**src/hw/rtl/bca_pkg.sv**
```systemverilog
// Shared types, constants and state encoding for the barometric compensation block.
`timescale 1ns / 1ps
package bca_pkg;

    localparam int unsigned AVG_DEPTH_DEF = 32;
    localparam logic [16:0] RING_RESET = 17'd101325;
    localparam logic [16:0] PRESS_MAX  = 17'd131071;

    localparam logic [1:0] REG_PCA = 2'd0;
    localparam logic [1:0] REG_PCB = 2'd1;
    localparam logic [1:0] REG_TC  = 2'd2;
    localparam logic [1:0] REG_OSS = 2'd3;

    typedef struct packed {
        logic [15:0] raw_temperature;
        logic [23:0] raw_pressure;
    } t_in_beat;

    typedef struct packed {
        logic signed [15:0] temperature_tenths;
        logic [16:0]        pressure_pa;
        logic [16:0]        average_pa;
        logic               divide_error;
    } t_out_beat;

    // Sequencer steps: idle, multiplies, adds/shifts, serial divisions, ring read/update and output.
    typedef enum logic [4:0] {
        S_IDLE, S_X1M, S_X1S, S_DEN, S_TDIV, S_TDW, S_B5, S_SQM, S_SQ,
        S_X1B2, S_X2AC2, S_B3, S_X1AC3, S_X2B1, S_X3, S_B4M, S_B4,
        S_B7, S_PDIV, S_PDW, S_P1, S_P2, S_P3, S_P4, S_PF,
        S_RRD, S_RUPD, S_OUT
    } t_state;

    typedef struct packed {
        logic        start;
        logic        is_signed;
        logic [31:0] num;
        logic [31:0] den;
    } t_div_req;

    typedef struct packed {
        logic        busy;
        logic        done;
        logic [31:0] quo;
    } t_div_rsp;

endpackage

```
**src/hw/rtl/bca_div.sv**
```systemverilog
// Serial 32-bit divider, one quotient bit per cycle, signed or unsigned.
`timescale 1ns / 1ps
module bca_div (
    input  logic              i_clk,
    input  logic              i_rst_n,
    input  bca_pkg::t_div_req i_req,
    output bca_pkg::t_div_rsp o_rsp
);
    logic [31:0] r_rem, n_rem;
    logic [31:0] r_q, n_q;
    logic [31:0] r_d, n_d;
    logic [5:0]  r_cnt, n_cnt;
    logic        r_busy, n_busy;
    logic        r_done, n_done;
    logic        r_neg, n_neg;
    logic [32:0] w_trial;
    logic [31:0] w_rem_sh;

    always_comb begin
        n_rem = r_rem; n_q = r_q; n_d = r_d; n_cnt = r_cnt;
        n_busy = r_busy; n_done = 1'b0; n_neg = r_neg;
        w_rem_sh = {r_rem[30:0], r_q[31]};
        w_trial  = {1'b0, w_rem_sh} - {1'b0, r_d};
        if (i_req.start) begin
            n_neg  = i_req.is_signed & (i_req.num[31] ^ i_req.den[31]);
            n_q    = (i_req.is_signed && i_req.num[31]) ? 32'(-i_req.num) : i_req.num;
            n_d    = (i_req.is_signed && i_req.den[31]) ? 32'(-i_req.den) : i_req.den;
            n_rem  = '0;
            n_cnt  = 6'd32;
            n_busy = 1'b1;
        end else if (r_busy) begin
            if (!w_trial[32] || r_rem[31]) begin
                n_rem = 32'(w_trial);
                n_q   = {r_q[30:0], 1'b1};
            end else begin
                n_rem = w_rem_sh;
                n_q   = {r_q[30:0], 1'b0};
            end
            n_cnt = r_cnt - 6'd1;
            if (r_cnt == 6'd1) begin
                n_busy = 1'b0;
                n_done = 1'b1;
            end
        end
    end

    always_ff @(posedge i_clk) begin
        if (!i_rst_n) begin
            r_busy <= 1'b0;
            r_done <= 1'b0;
            r_cnt  <= '0;
        end else begin
            r_busy <= n_busy;
            r_done <= n_done;
            r_cnt  <= n_cnt;
        end
        r_rem <= n_rem;
        r_q   <= n_q;
        r_d   <= n_d;
        r_neg <= n_neg;
    end

    assign o_rsp.busy = r_busy;
    assign o_rsp.done = r_done;
    assign o_rsp.quo  = r_neg ? 32'(-r_q) : r_q;

    a_done_after_busy: assert property (@(posedge i_clk) disable iff (!i_rst_n)
        r_done |-> $past(r_busy)) else $error("divider done without busy");
    a_no_overlap: assert property (@(posedge i_clk) disable iff (!i_rst_n)
        r_busy |-> !r_done) else $error("divider busy and done together");
    a_cnt_zero_idle: assert property (@(posedge i_clk) disable iff (!i_rst_n)
        !r_busy |-> r_cnt == 6'd0)
        else $error("divider count");
endmodule

```
**src/hw/rtl/bca_ring.sv**
```systemverilog
// Pressure history ring with running sum and a clearing pass after reset.
`timescale 1ns / 1ps
module bca_ring #(
    parameter int unsigned AVG_DEPTH = bca_pkg::AVG_DEPTH_DEF
) (
    input  logic        i_clk,
    input  logic        i_rst_n,
    input  logic        i_rd,
    input  logic        i_wr,
    input  logic [16:0] i_press,
    output logic        o_clearing,
    output logic [16:0] o_average
);
    localparam int unsigned AW = (AVG_DEPTH > 1) ? $clog2(AVG_DEPTH) : 1;
    localparam int unsigned SW = 17 + $clog2(AVG_DEPTH + 1);

    logic [16:0]   mem [AVG_DEPTH];
    logic [16:0]   r_old;
    logic [AW-1:0] r_ptr, n_ptr;
    logic [AW:0]   r_clr, n_clr;
    logic [SW-1:0] r_sum, n_sum;

    assign o_clearing = (r_clr != '0);

    always_comb begin
        n_ptr = r_ptr;
        n_clr = r_clr;
        n_sum = r_sum;
        if (o_clearing) begin
            n_clr = r_clr - 1'b1;
        end else if (i_wr) begin
            n_sum = r_sum - SW'(r_old) + SW'(i_press);
            n_ptr = (r_ptr == AW'(AVG_DEPTH - 1)) ? '0 : r_ptr + 1'b1;
        end
    end

    always_ff @(posedge i_clk) begin
        if (o_clearing) begin
            mem[AW'(r_clr - 1'b1)] <= bca_pkg::RING_RESET;
        end else if (i_wr) begin
            mem[r_ptr] <= i_press;
        end
        if (i_rd) begin
            r_old <= mem[r_ptr];
        end
    end

    always_ff @(posedge i_clk) begin
        if (!i_rst_n) begin
            r_ptr <= '0;
            r_clr <= (AW+1)'(AVG_DEPTH);
            r_sum <= SW'(AVG_DEPTH) * SW'(bca_pkg::RING_RESET);
        end else begin
            r_ptr <= n_ptr;
            r_clr <= n_clr;
            r_sum <= n_sum;
        end
    end

    assign o_average = 17'(r_sum / AVG_DEPTH);

    a_ptr_range: assert property (@(posedge i_clk) disable iff (!i_rst_n)
        r_ptr <= AW'(AVG_DEPTH - 1)) else $error("ring pointer out of range");
    a_no_wr_clear: assert property (@(posedge i_clk) disable iff (!i_rst_n)
        o_clearing |-> !i_wr) else $error("ring write during clear");
    a_ptr_step: assert property (@(posedge i_clk) disable iff (!i_rst_n)
        (i_wr && !o_clearing) |=> r_ptr != $past(r_ptr)) else $error("pointer stuck");
endmodule

```
**src/hw/rtl/baro_compensate_avg.sv**
```systemverilog
// Top level: config registers, compensation sequencer with shared multiplier, output beat.
`timescale 1ns / 1ps
// One beat in, one beat out. A normal beat goes from acceptance to o_valid through 23
// sequencer steps using one shared 32x32 multiplier and adder, plus two serial
// divisions (temperature and pressure), each a start step and a wait on the divider.
// A zero temperature divisor ends the run after the divisor step, a zero pressure
// divisor after the B4 step. The output is held in a register until taken and no beat
// is accepted meanwhile, so a new beat is taken only once the last one is through.
// After reset a clearing pass fills the averaging ring with 101325 Pa, during which
// no beat is accepted. Config writes are only legal while idle.
module baro_compensate_avg #(
    parameter int unsigned AVG_DEPTH = bca_pkg::AVG_DEPTH_DEF
) (
    input  logic               i_clk,
    input  logic               i_rst_n,
    input  logic               i_valid,
    output logic               o_ready,
    input  bca_pkg::t_in_beat  i_data,
    output logic               o_valid,
    input  logic               i_ready,
    output bca_pkg::t_out_beat o_data,
    input  logic               psel,
    input  logic               penable,
    input  logic               pwrite,
    input  logic [4:0]         paddr,
    input  logic [63:0]        pwdata,
    output logic [63:0]        prdata,
    output logic               pready
);
    bca_pkg::t_state r_st, n_st;
    logic [63:0] r_pca, r_tc;
    logic [31:0] r_pcb;
    logic [1:0]  r_oss;
    logic [1:0]  w_idx;
    logic        w_wr;

    assign pready = 1'b1;
    assign w_idx  = paddr[4:3];
    assign w_wr   = psel && penable && pwrite && (paddr[2:0] == 3'd0);

    always_ff @(posedge i_clk) begin
        if (!i_rst_n) begin
            r_pca <= '0; r_pcb <= '0; r_tc <= '0; r_oss <= '0;
        end else if (w_wr) begin
            unique case (w_idx)
                bca_pkg::REG_PCA: r_pca <= pwdata;
                bca_pkg::REG_PCB: r_pcb <= pwdata[31:0];
                bca_pkg::REG_TC:  r_tc  <= pwdata;
                bca_pkg::REG_OSS: r_oss <= pwdata[1:0];
                default: ;
            endcase
        end
    end

    always_comb begin
        unique case (w_idx)
            bca_pkg::REG_PCA: prdata = r_pca;
            bca_pkg::REG_PCB: prdata = {32'd0, r_pcb};
            bca_pkg::REG_TC:  prdata = r_tc;
            bca_pkg::REG_OSS: prdata = {62'd0, r_oss};
            default:          prdata = '0;
        endcase
    end

    logic [31:0] ac1, ac2, ac3, ac4, b1, b2, ac5, ac6, mc, md;
    assign ac1 = {{16{r_pca[63]}}, r_pca[63:48]};
    assign ac2 = {{16{r_pca[47]}}, r_pca[47:32]};
    assign ac3 = {{16{r_pca[31]}}, r_pca[31:16]};
    assign ac4 = {16'd0, r_pca[15:0]};
    assign b1  = {{16{r_pcb[31]}}, r_pcb[31:16]};
    assign b2  = {{16{r_pcb[15]}}, r_pcb[15:0]};
    assign ac5 = {16'd0, r_tc[63:48]};
    assign ac6 = {16'd0, r_tc[47:32]};
    assign mc  = {{16{r_tc[31]}}, r_tc[31:16]};
    assign md  = {{16{r_tc[15]}}, r_tc[15:0]};

    // working registers
    logic [31:0] r_ut, r_up, r_m, r_x1, r_x2, r_b6, r_sq, r_b3, r_b4, r_b7, r_p;
    logic [31:0] r_t;
    logic        r_err, r_tzero;
    logic [16:0] r_press;
    bca_pkg::t_out_beat r_out;
    logic        r_ovalid;

    // shared multiplier, low 32 bits (wraps as in 32-bit arithmetic)
    logic [31:0] w_ma, w_mb, w_mp;
    assign w_mp = w_ma * w_mb;

    bca_pkg::t_div_req w_dreq;
    bca_pkg::t_div_rsp w_drsp;
    bca_div u_div (.i_clk(i_clk), .i_rst_n(i_rst_n), .i_req(w_dreq), .o_rsp(w_drsp));

    logic w_rd, w_wrr, w_clearing;
    logic [16:0] w_avg;
    bca_ring #(.AVG_DEPTH(AVG_DEPTH)) u_ring (
        .i_clk(i_clk), .i_rst_n(i_rst_n), .i_rd(w_rd), .i_wr(w_wrr),
        .i_press(r_press), .o_clearing(w_clearing), .o_average(w_avg)
    );

    function automatic logic [31:0] asr(input logic [31:0] v, input int unsigned n);
        asr = 32'($signed(v) >>> n);
    endfunction

    logic [31:0] w_up_sh, w_p_shift, w_sum3, w_b3pre;
    assign w_up_sh  = {8'd0, i_data.raw_pressure} >> (4'd8 - {2'd0, r_oss});
    assign w_sum3   = r_x1 + r_x2;
    assign w_b3pre  = (((ac1 << 2) + w_sum3) << r_oss) + 32'd2;
    assign w_p_shift = r_b7[31] ? {r_p[30:0], 1'b0} : r_p;

    assign o_ready = (r_st == bca_pkg::S_IDLE) && !r_ovalid && !w_clearing;

    always_comb begin
        n_st = r_st;
        unique case (r_st)
            bca_pkg::S_IDLE:  if (i_valid && o_ready) n_st = bca_pkg::S_X1M;
            bca_pkg::S_X1M:   n_st = bca_pkg::S_X1S;
            bca_pkg::S_X1S:   n_st = bca_pkg::S_DEN;
            bca_pkg::S_DEN:   n_st = r_tzero ? bca_pkg::S_OUT : bca_pkg::S_TDIV;
            bca_pkg::S_TDIV:  n_st = bca_pkg::S_TDW;
            bca_pkg::S_TDW:   if (w_drsp.done) n_st = bca_pkg::S_B5;
            bca_pkg::S_B5:    n_st = bca_pkg::S_SQM;
            bca_pkg::S_SQM:   n_st = bca_pkg::S_SQ;
            bca_pkg::S_SQ:    n_st = bca_pkg::S_X1B2;
            bca_pkg::S_X1B2:  n_st = bca_pkg::S_X2AC2;
            bca_pkg::S_X2AC2: n_st = bca_pkg::S_B3;
            bca_pkg::S_B3:    n_st = bca_pkg::S_X1AC3;
            bca_pkg::S_X1AC3: n_st = bca_pkg::S_X2B1;
            bca_pkg::S_X2B1:  n_st = bca_pkg::S_X3;
            bca_pkg::S_X3:    n_st = bca_pkg::S_B4M;
            bca_pkg::S_B4M:   n_st = bca_pkg::S_B4;
            bca_pkg::S_B4:    n_st = (r_m[31:15] == 17'd0) ? bca_pkg::S_OUT : bca_pkg::S_B7;
            bca_pkg::S_B7:    n_st = bca_pkg::S_PDIV;
            bca_pkg::S_PDIV:  n_st = bca_pkg::S_PDW;
            bca_pkg::S_PDW:   if (w_drsp.done) n_st = bca_pkg::S_P1;
            bca_pkg::S_P1:    n_st = bca_pkg::S_P2;
            bca_pkg::S_P2:    n_st = bca_pkg::S_P3;
            bca_pkg::S_P3:    n_st = bca_pkg::S_P4;
            bca_pkg::S_P4:    n_st = bca_pkg::S_PF;
            bca_pkg::S_PF:    n_st = bca_pkg::S_RRD;
            bca_pkg::S_RRD:   n_st = bca_pkg::S_RUPD;
            bca_pkg::S_RUPD:  n_st = bca_pkg::S_OUT;
            bca_pkg::S_OUT:   n_st = bca_pkg::S_IDLE;
            default:          n_st = bca_pkg::S_IDLE;
        endcase
    end

    // multiplier operand selection, divider requests and ring read/write strobes
    always_comb begin
        w_ma = r_m; w_mb = 32'd1;
        w_dreq = '0;
        w_rd = 1'b0; w_wrr = 1'b0;
        unique case (r_st)
            bca_pkg::S_X1M:   begin w_ma = r_ut - ac6; w_mb = ac5; end
            bca_pkg::S_SQM:   begin w_ma = r_b6; w_mb = r_b6; end
            bca_pkg::S_X1B2:  begin w_ma = b2; w_mb = r_sq; end
            bca_pkg::S_X2AC2: begin w_ma = ac2; w_mb = r_b6; end
            bca_pkg::S_X1AC3: begin w_ma = ac3; w_mb = r_b6; end
            bca_pkg::S_X2B1:  begin w_ma = b1; w_mb = r_sq; end
            bca_pkg::S_B4M:   begin w_ma = ac4; w_mb = r_x1 + 32'd32768; end
            bca_pkg::S_B7:    begin w_ma = r_up - r_b3; w_mb = 32'd50000 >> r_oss; end
            bca_pkg::S_P1:    begin w_ma = asr(w_p_shift, 3); w_mb = asr(w_p_shift, 3); end
            bca_pkg::S_P2:    begin w_ma = r_m; w_mb = 32'd3038; end
            bca_pkg::S_P3:    begin w_ma = 32'(-32'sd7357); w_mb = r_p; end
            bca_pkg::S_TDIV:  begin
                w_dreq.start = 1'b1; w_dreq.is_signed = 1'b1;
                w_dreq.num = mc << 11; w_dreq.den = r_x2;
            end
            bca_pkg::S_PDIV:  begin
                w_dreq.start = 1'b1; w_dreq.is_signed = 1'b0;
                w_dreq.num = r_b7[31] ? r_b7 : {r_b7[30:0], 1'b0}; w_dreq.den = r_b4;
            end
            bca_pkg::S_RRD:   w_rd = 1'b1;
            bca_pkg::S_RUPD:  w_wrr = 1'b1;
            default: ;
        endcase
    end

    always_ff @(posedge i_clk) begin
        unique case (r_st)
            bca_pkg::S_IDLE: if (i_valid && o_ready) begin
                r_ut <= {16'd0, i_data.raw_temperature};
                r_up <= w_up_sh;
                r_err <= 1'b0; r_press <= '0; r_t <= '0;
            end
            bca_pkg::S_X1M:   r_m <= w_mp;
            bca_pkg::S_X1S:   begin r_x1 <= asr(r_m, 15); r_tzero <= (asr(r_m, 15) + md) == 0; end
            bca_pkg::S_DEN:   begin r_x2 <= r_x1 + md; if (r_tzero) r_err <= 1'b1; end
            bca_pkg::S_TDW:   if (w_drsp.done) r_x2 <= w_drsp.quo;
            bca_pkg::S_B5:    begin
                r_t  <= asr(r_x1 + r_x2 + 32'd8, 4);
                r_b6 <= r_x1 + r_x2 - 32'd4000;
            end
            bca_pkg::S_SQM:   r_m <= w_mp;
            bca_pkg::S_SQ:    r_sq <= asr(r_m, 12);
            bca_pkg::S_X1B2:  r_x1 <= asr(w_mp, 11);
            bca_pkg::S_X2AC2: r_x2 <= asr(w_mp, 11);
            bca_pkg::S_B3:    r_b3 <= asr(w_b3pre, 2);
            bca_pkg::S_X1AC3: r_x1 <= asr(w_mp, 13);
            bca_pkg::S_X2B1:  r_x2 <= asr(w_mp, 16);
            bca_pkg::S_X3:    r_x1 <= asr(w_sum3 + 32'd2, 2);
            bca_pkg::S_B4M:   r_m <= w_mp;
            bca_pkg::S_B4:    begin
                r_b4 <= {15'd0, r_m[31:15]};
                if (r_m[31:15] == 17'd0) r_err <= 1'b1;
            end
            bca_pkg::S_B7:    r_b7 <= w_mp;
            bca_pkg::S_PDW:   if (w_drsp.done) r_p <= w_drsp.quo;
            bca_pkg::S_P1:    begin r_p <= w_p_shift; r_m <= w_mp; end
            bca_pkg::S_P2:    r_x1 <= asr(w_mp, 16);
            bca_pkg::S_P3:    r_x2 <= asr(w_mp, 16);
            bca_pkg::S_P4:    r_p <= r_p + asr(w_sum3 + 32'd3791, 4);
            bca_pkg::S_PF:    r_press <= r_p[31] ? 17'd0 :
                                  (r_p[30:17] != 14'd0) ? bca_pkg::PRESS_MAX : r_p[16:0];
            default: ;
        endcase
    end

    logic [15:0] w_tsat;
    assign w_tsat = ($signed(r_t) > 32'sd32767) ? 16'h7FFF :
                    ($signed(r_t) < -32'sd32768) ? 16'h8000 : r_t[15:0];

    always_ff @(posedge i_clk) begin
        if (!i_rst_n) begin
            r_st <= bca_pkg::S_IDLE;
            r_ovalid <= 1'b0;
        end else begin
            r_st <= n_st;
            if (r_st == bca_pkg::S_OUT) r_ovalid <= 1'b1;
            else if (i_ready) r_ovalid <= 1'b0;
        end
        if (r_st == bca_pkg::S_OUT) begin
            r_out.temperature_tenths <= w_tsat;
            r_out.pressure_pa        <= r_press;
            r_out.average_pa         <= w_avg;
            r_out.divide_error       <= r_err;
        end
    end

    assign o_valid = r_ovalid;
    assign o_data  = r_out;

    a_busy_not_ready: assert property (@(posedge i_clk) disable iff (!i_rst_n)
        (r_st != bca_pkg::S_IDLE) |-> !o_ready) else $error("ready while busy");
    a_out_once: assert property (@(posedge i_clk) disable iff (!i_rst_n)
        (r_st == bca_pkg::S_OUT) |=> o_valid) else $error("result not presented");
    a_err_no_ring: assert property (@(posedge i_clk) disable iff (!i_rst_n)
        (r_st == bca_pkg::S_RUPD) |-> !r_err) else $error("ring written on error");
endmodule

```
**config.mk**
```make
export PLATFORM = sky130hd
export DESIGN_NAME = baro_compensate_avg
export DESIGN_NICKNAME = d
export VERILOG_FILES = /design/src/hw/rtl/bca_pkg.sv /design/src/hw/rtl/bca_div.sv /design/src/hw/rtl/bca_ring.sv /design/src/hw/rtl/baro_compensate_avg.sv
export SDC_FILE = /design/constraint.sdc
export NUM_CORES = 2
export LEC_CHECK = 0
export ABC_AREA = 1
export BUFFER_PORTS_ARGS = -buffer_cell sky130_fd_sc_hd__buf_2
export CAP_MARGIN = 20
export CORE_MARGIN = 4
export CORE_UTILIZATION = 49
export DETAILED_ROUTE_END_ITERATION = 8
export GPL_TIMING_DRIVEN = 0
export MAX_ROUTING_LAYER = met4
export PLACE_DENSITY = 0.69
export SLEW_MARGIN = 10
export SYNTH_ARGS = -nofsm -noshare
export SYNTH_HDL_FRONTEND = slang
export SYNTH_SLANG_ARGS = --single-unit
```
**constraint.sdc**
```tcl
create_clock -name i_clk -period 9.6 [get_ports i_clk]
set_clock_uncertainty 0.1 [all_clocks]
set_input_delay 0.96 -clock i_clk [delete_from_list [all_inputs] [get_ports i_clk]]
set_output_delay 0.96 -clock i_clk [all_outputs]
set_load 0.02 [all_outputs]
```
==> summary.md <==
| Metric | Value |
|---|---|
| Vias per cell | `6.061` |
| Final Setup Violations | `19` |
| FF+latch count, synth | `about 1,300` |
| Synth Cell Area | `86,770 µm²` |
| Fmax | `102.8 MHz` |
| Clock network power share | `37.2%` |
| Initial DRC count | `10,426` |
| Placed inst area | `92,360 µm²` |
| Critical Path AT | `10.11 ns` |
| Total GRT Usage | `around 43%` |
| Clk sink count | `1,262` |
| Hold Slack | `0.2088 ns` |
| Total grt overflow | `0` |
| Maximum fanout along the worst path | `6` |
| Hold Crit Class | `primary input to register` |
| Yosys top cell by area | `edfxtp_1` |
| Total number of vias | `81,591` |
| Synth cell types | `68` |
| Min Clock Period, post-route | `9.730 ns` |
| Root buffer cell | `clkbuf_16` |
| Critical path required time | `9.98 ns` |
| Critical path class | `register to register` |
| Internal power | `10.27 mW` |
| # port buffers | `227` |
| Final number of max-transition violations | `0` |
| Largest net degree at the start of global routing | `41` |
| Reg2reg setup slack | `-0.13 ns` |
| Die footprint | `183,900 µm²` |
| Least-Margin Pin Slew | `1.293 ns` |
| EDFF count, synth | `1,021` |
| Reg clk slew, reported paths | `0.06 ns` |
| Layout Nets | `approximately 12,000` |
| Slowest-stage cell, CP | `fa_1` |
| Crit. End Element | `register` |
| Logic pwr share | `19.4%` |
| # fillers | `15,630` |
| Vias in the first global route | `between 70,000 and 80,000` |
| Leak pwr | `43.03 nW` |
| CP max stage delay | `about 0.55 ns` |
| Post-DRT Antenna Nets | `0` |
| DRC violations left | `0` |
| Worst setup SP type | `register` |
| Row count | `154` |
| Cts hold-fix bufs | `0` |
| Worst slew margin | `13.53%` |
| Power per cell area | `144.4 nW/µm²` |
| Commonest cells after routing, fill and taps aside | `nand2_1 (1,639), inv_1 (1,543), nor2_1 (1,092), edfxtp_1 (1,021), o21ai_0 (908)` |
| DP Worst Slack | `-3.504 ns` |
| IO Pins | `approximately 230` |
| Drt first pass iters | `8` |
| Drt total wl | `397,000 µm` |
| Dominant cells by area after synthesis | `edfxtp_1 (35%), fa_1 (10%), nand2_1 (7.6%), inv_1 (7.0%), dfxtp_1 (5.6%)` |
| Critical Path Stages | `46` |
| Overall die width | `about 430 µm` |
| Area of the multi-input gates | `46,570 µm²` |
| Area Overhead vs Synth | `18.96%` |
| Failing checks | `negative setup slack` |
| Syn_area_per_cell | `~8.4 µm²` |
| RSZ-0062 raised after global routing | `yes` |
| Clock Latency Late Sink | `0.83 ns` |
| Status | `complete, but fails checks` |
| Fraction of registers with async set/reset | `0%` |
| Final worst slack | `-0.1303 ns` |
| Worst path most repeated cell | `fa_1` |
| Ys Warns | `0` |
| Final Hold Viols | `0` |
| Worst R2R Path Depth | `46` |
| Synth Flop Type | `edfxtp_1` |
| Clock Tree Buf Depth | `3` |
| Core Footprint | `176,100 µm²` |
| Detailed placement HPWL | `around 310,000 µm` |
| Max Cap Violations | `0` |
| Post-DR wirelength/cell | `29.50 µm` |
| Syn Inst Count | `10,271` |
| Delay-heaviest family, CP | `adder cells` |
| Gp weighted congestion | `~1.1` |
| Sw power | `4.637 mW` |
| Switch share | `just over 30%` |
| Worst IR Drop VDD | `0.1637 mV` |
| Hold Path Cell Cnt | `1` |
| Starting Density | `between 40 and 50%` |
| Layout cells sized above 1 | `13.67%` |
| Final Instance Count excl. Fillers | `13,461` |
| Worst path bufs/invs | `15` |
| TritonCTS clock tree | `built` |
| Final TNS setup | `-1.428 ns` |
| DIE HEIGHT | `~430 µm` |
| Register area share after synthesis | `40.90%` |
| Power consumption | `14.91 mW` |
| # H-tree levels | `4` |
| Initial antenna violation count | `29` |
| Post-Place Cells | `12,910` |
| Non-Filler Cell Area, Final | `103,200 µm²` |
| Final core occ | `58.61%` |
| Reg area | `about 36,000 µm²` |
| Most common cell after layout, fill and taps aside | `nand2_1` |
| Global-route wire length before repair | `551,300 µm` |
| Tcrit/Tclk final | `101.4%` |
| Yosys top cell area share | `35.34%` |
| CTS Buf Count | `141` |
| Part of the power in registers | `between 40% and 50%` |
[per-layer routing]
metal / vias to the layer above / wire length (µm) / global-route usage [%] / part of all wire, %
li1: 35610 / - / - / -
met4: 0 / 29600 / 24.88 / 7.5
met2: 5150 / 171300 / 62.96 / 43
met3: 1038 / 45000 / 9.839 / 11
met1: 39793 / 151100 / 54.96 / 38
met5: - / 0 / - / 0
[registers in the layout, indices dropped and copies added (netlist names), 32 cells and up]
name / count
r_pcb: 32
r_b6: 32
r_b7: 32
r_p: 32
u_ring.mem: 544
u_div.r_d: 32
u_div.r_q: 32
r_m: 32
r_tc: 64
u_div.r_rem: 32
r_pca: 64
r_x2: 32
o_data: 51
[repair_timing]
| item | CTS | global route |
|---|---|---|
| hold endpoints to repair | 0 | 0 |
| pin swaps | 118 | 138 |
| endpoints found under the setup margin | 106 | 68 |
| gates resized for setup | 583 | 363 |
| gates cloned | 6 | 0 |
| buffers inserted | 149 | 117 |
[layout make-up]
cell class	instances	share of cell area, %
diodes	24	0.05819
plain buffers	369	2.058
clock buffers	173	3.593
clock inverters	86	0.9710
inverters	1663	6.231
multi-input cells	6973	45.12
flip-flops and latches	1262	34.40
well taps	2340	2.837
repair buffers	571	4.733
[power by group through the flow]
stage	registers (mW)	clock network (mW)	logic [mW]
floorplan	6.51	0	1.43
global route	6.48	5.79	3.02
detailed placement	6.57	0	2.56
CTS	6.46	5.55	2.85
finish	6.47	5.55	2.89
global placement	6.58	0	2.34
[final timing paths]
path,start,endpoint
max,r_st[1]$_SDFFE_PN0P_,r_x2[30]$_DFFE_PP_
min,i_data[26],r_ut[2]$_DFFE_PP_
max reg2reg,r_st[1]$_SDFFE_PN0P_,r_x2[30]$_DFFE_PP_
min reg2reg,u_ring.r_sum[11]$_SDFFE_PN1P_,o_data[7]$_DFFE_PP_
[Yosys cell counts, types with 30 or more instances]
library cell	count
a21oi_1	623
a31oi_1	30
clkbuf_1	328
dfxtp_1	241
edfxtp_1	1021
fa_1	433
ha_1	376
inv_1	1616
nand2_1	1750
nand3_1	452
nand4_1	106
nor2_1	1176
nor3_1	99
nor4_1	33
o211ai_1	45
o21ai_0	934
o221ai_1	116
o22ai_1	144
or2_2	37
xnor2_1	73
xor2_1	222
[cells by family (layout without fill, tap and decap cells)]
family | after synthesis | in the layout | synth area share, %
multiplexers | 7 | 7 | 0.08076
flip-flops | 1262 | 1262 | 40.90
AO/OA/AOI/OAI | 2087 | 2087 | 13.57
AND/OR/NAND/NOR | 3767 | 3770 | 18.11
buffers and inverters | 2042 | 2862 | 8.943
adder cells (fa/ha/maj) | 809 | 809 | 15.41
other | 2 | 29 | 0.008655
XOR/XNOR | 295 | 295 | 2.978
Power figures use the tool's default switching activity.
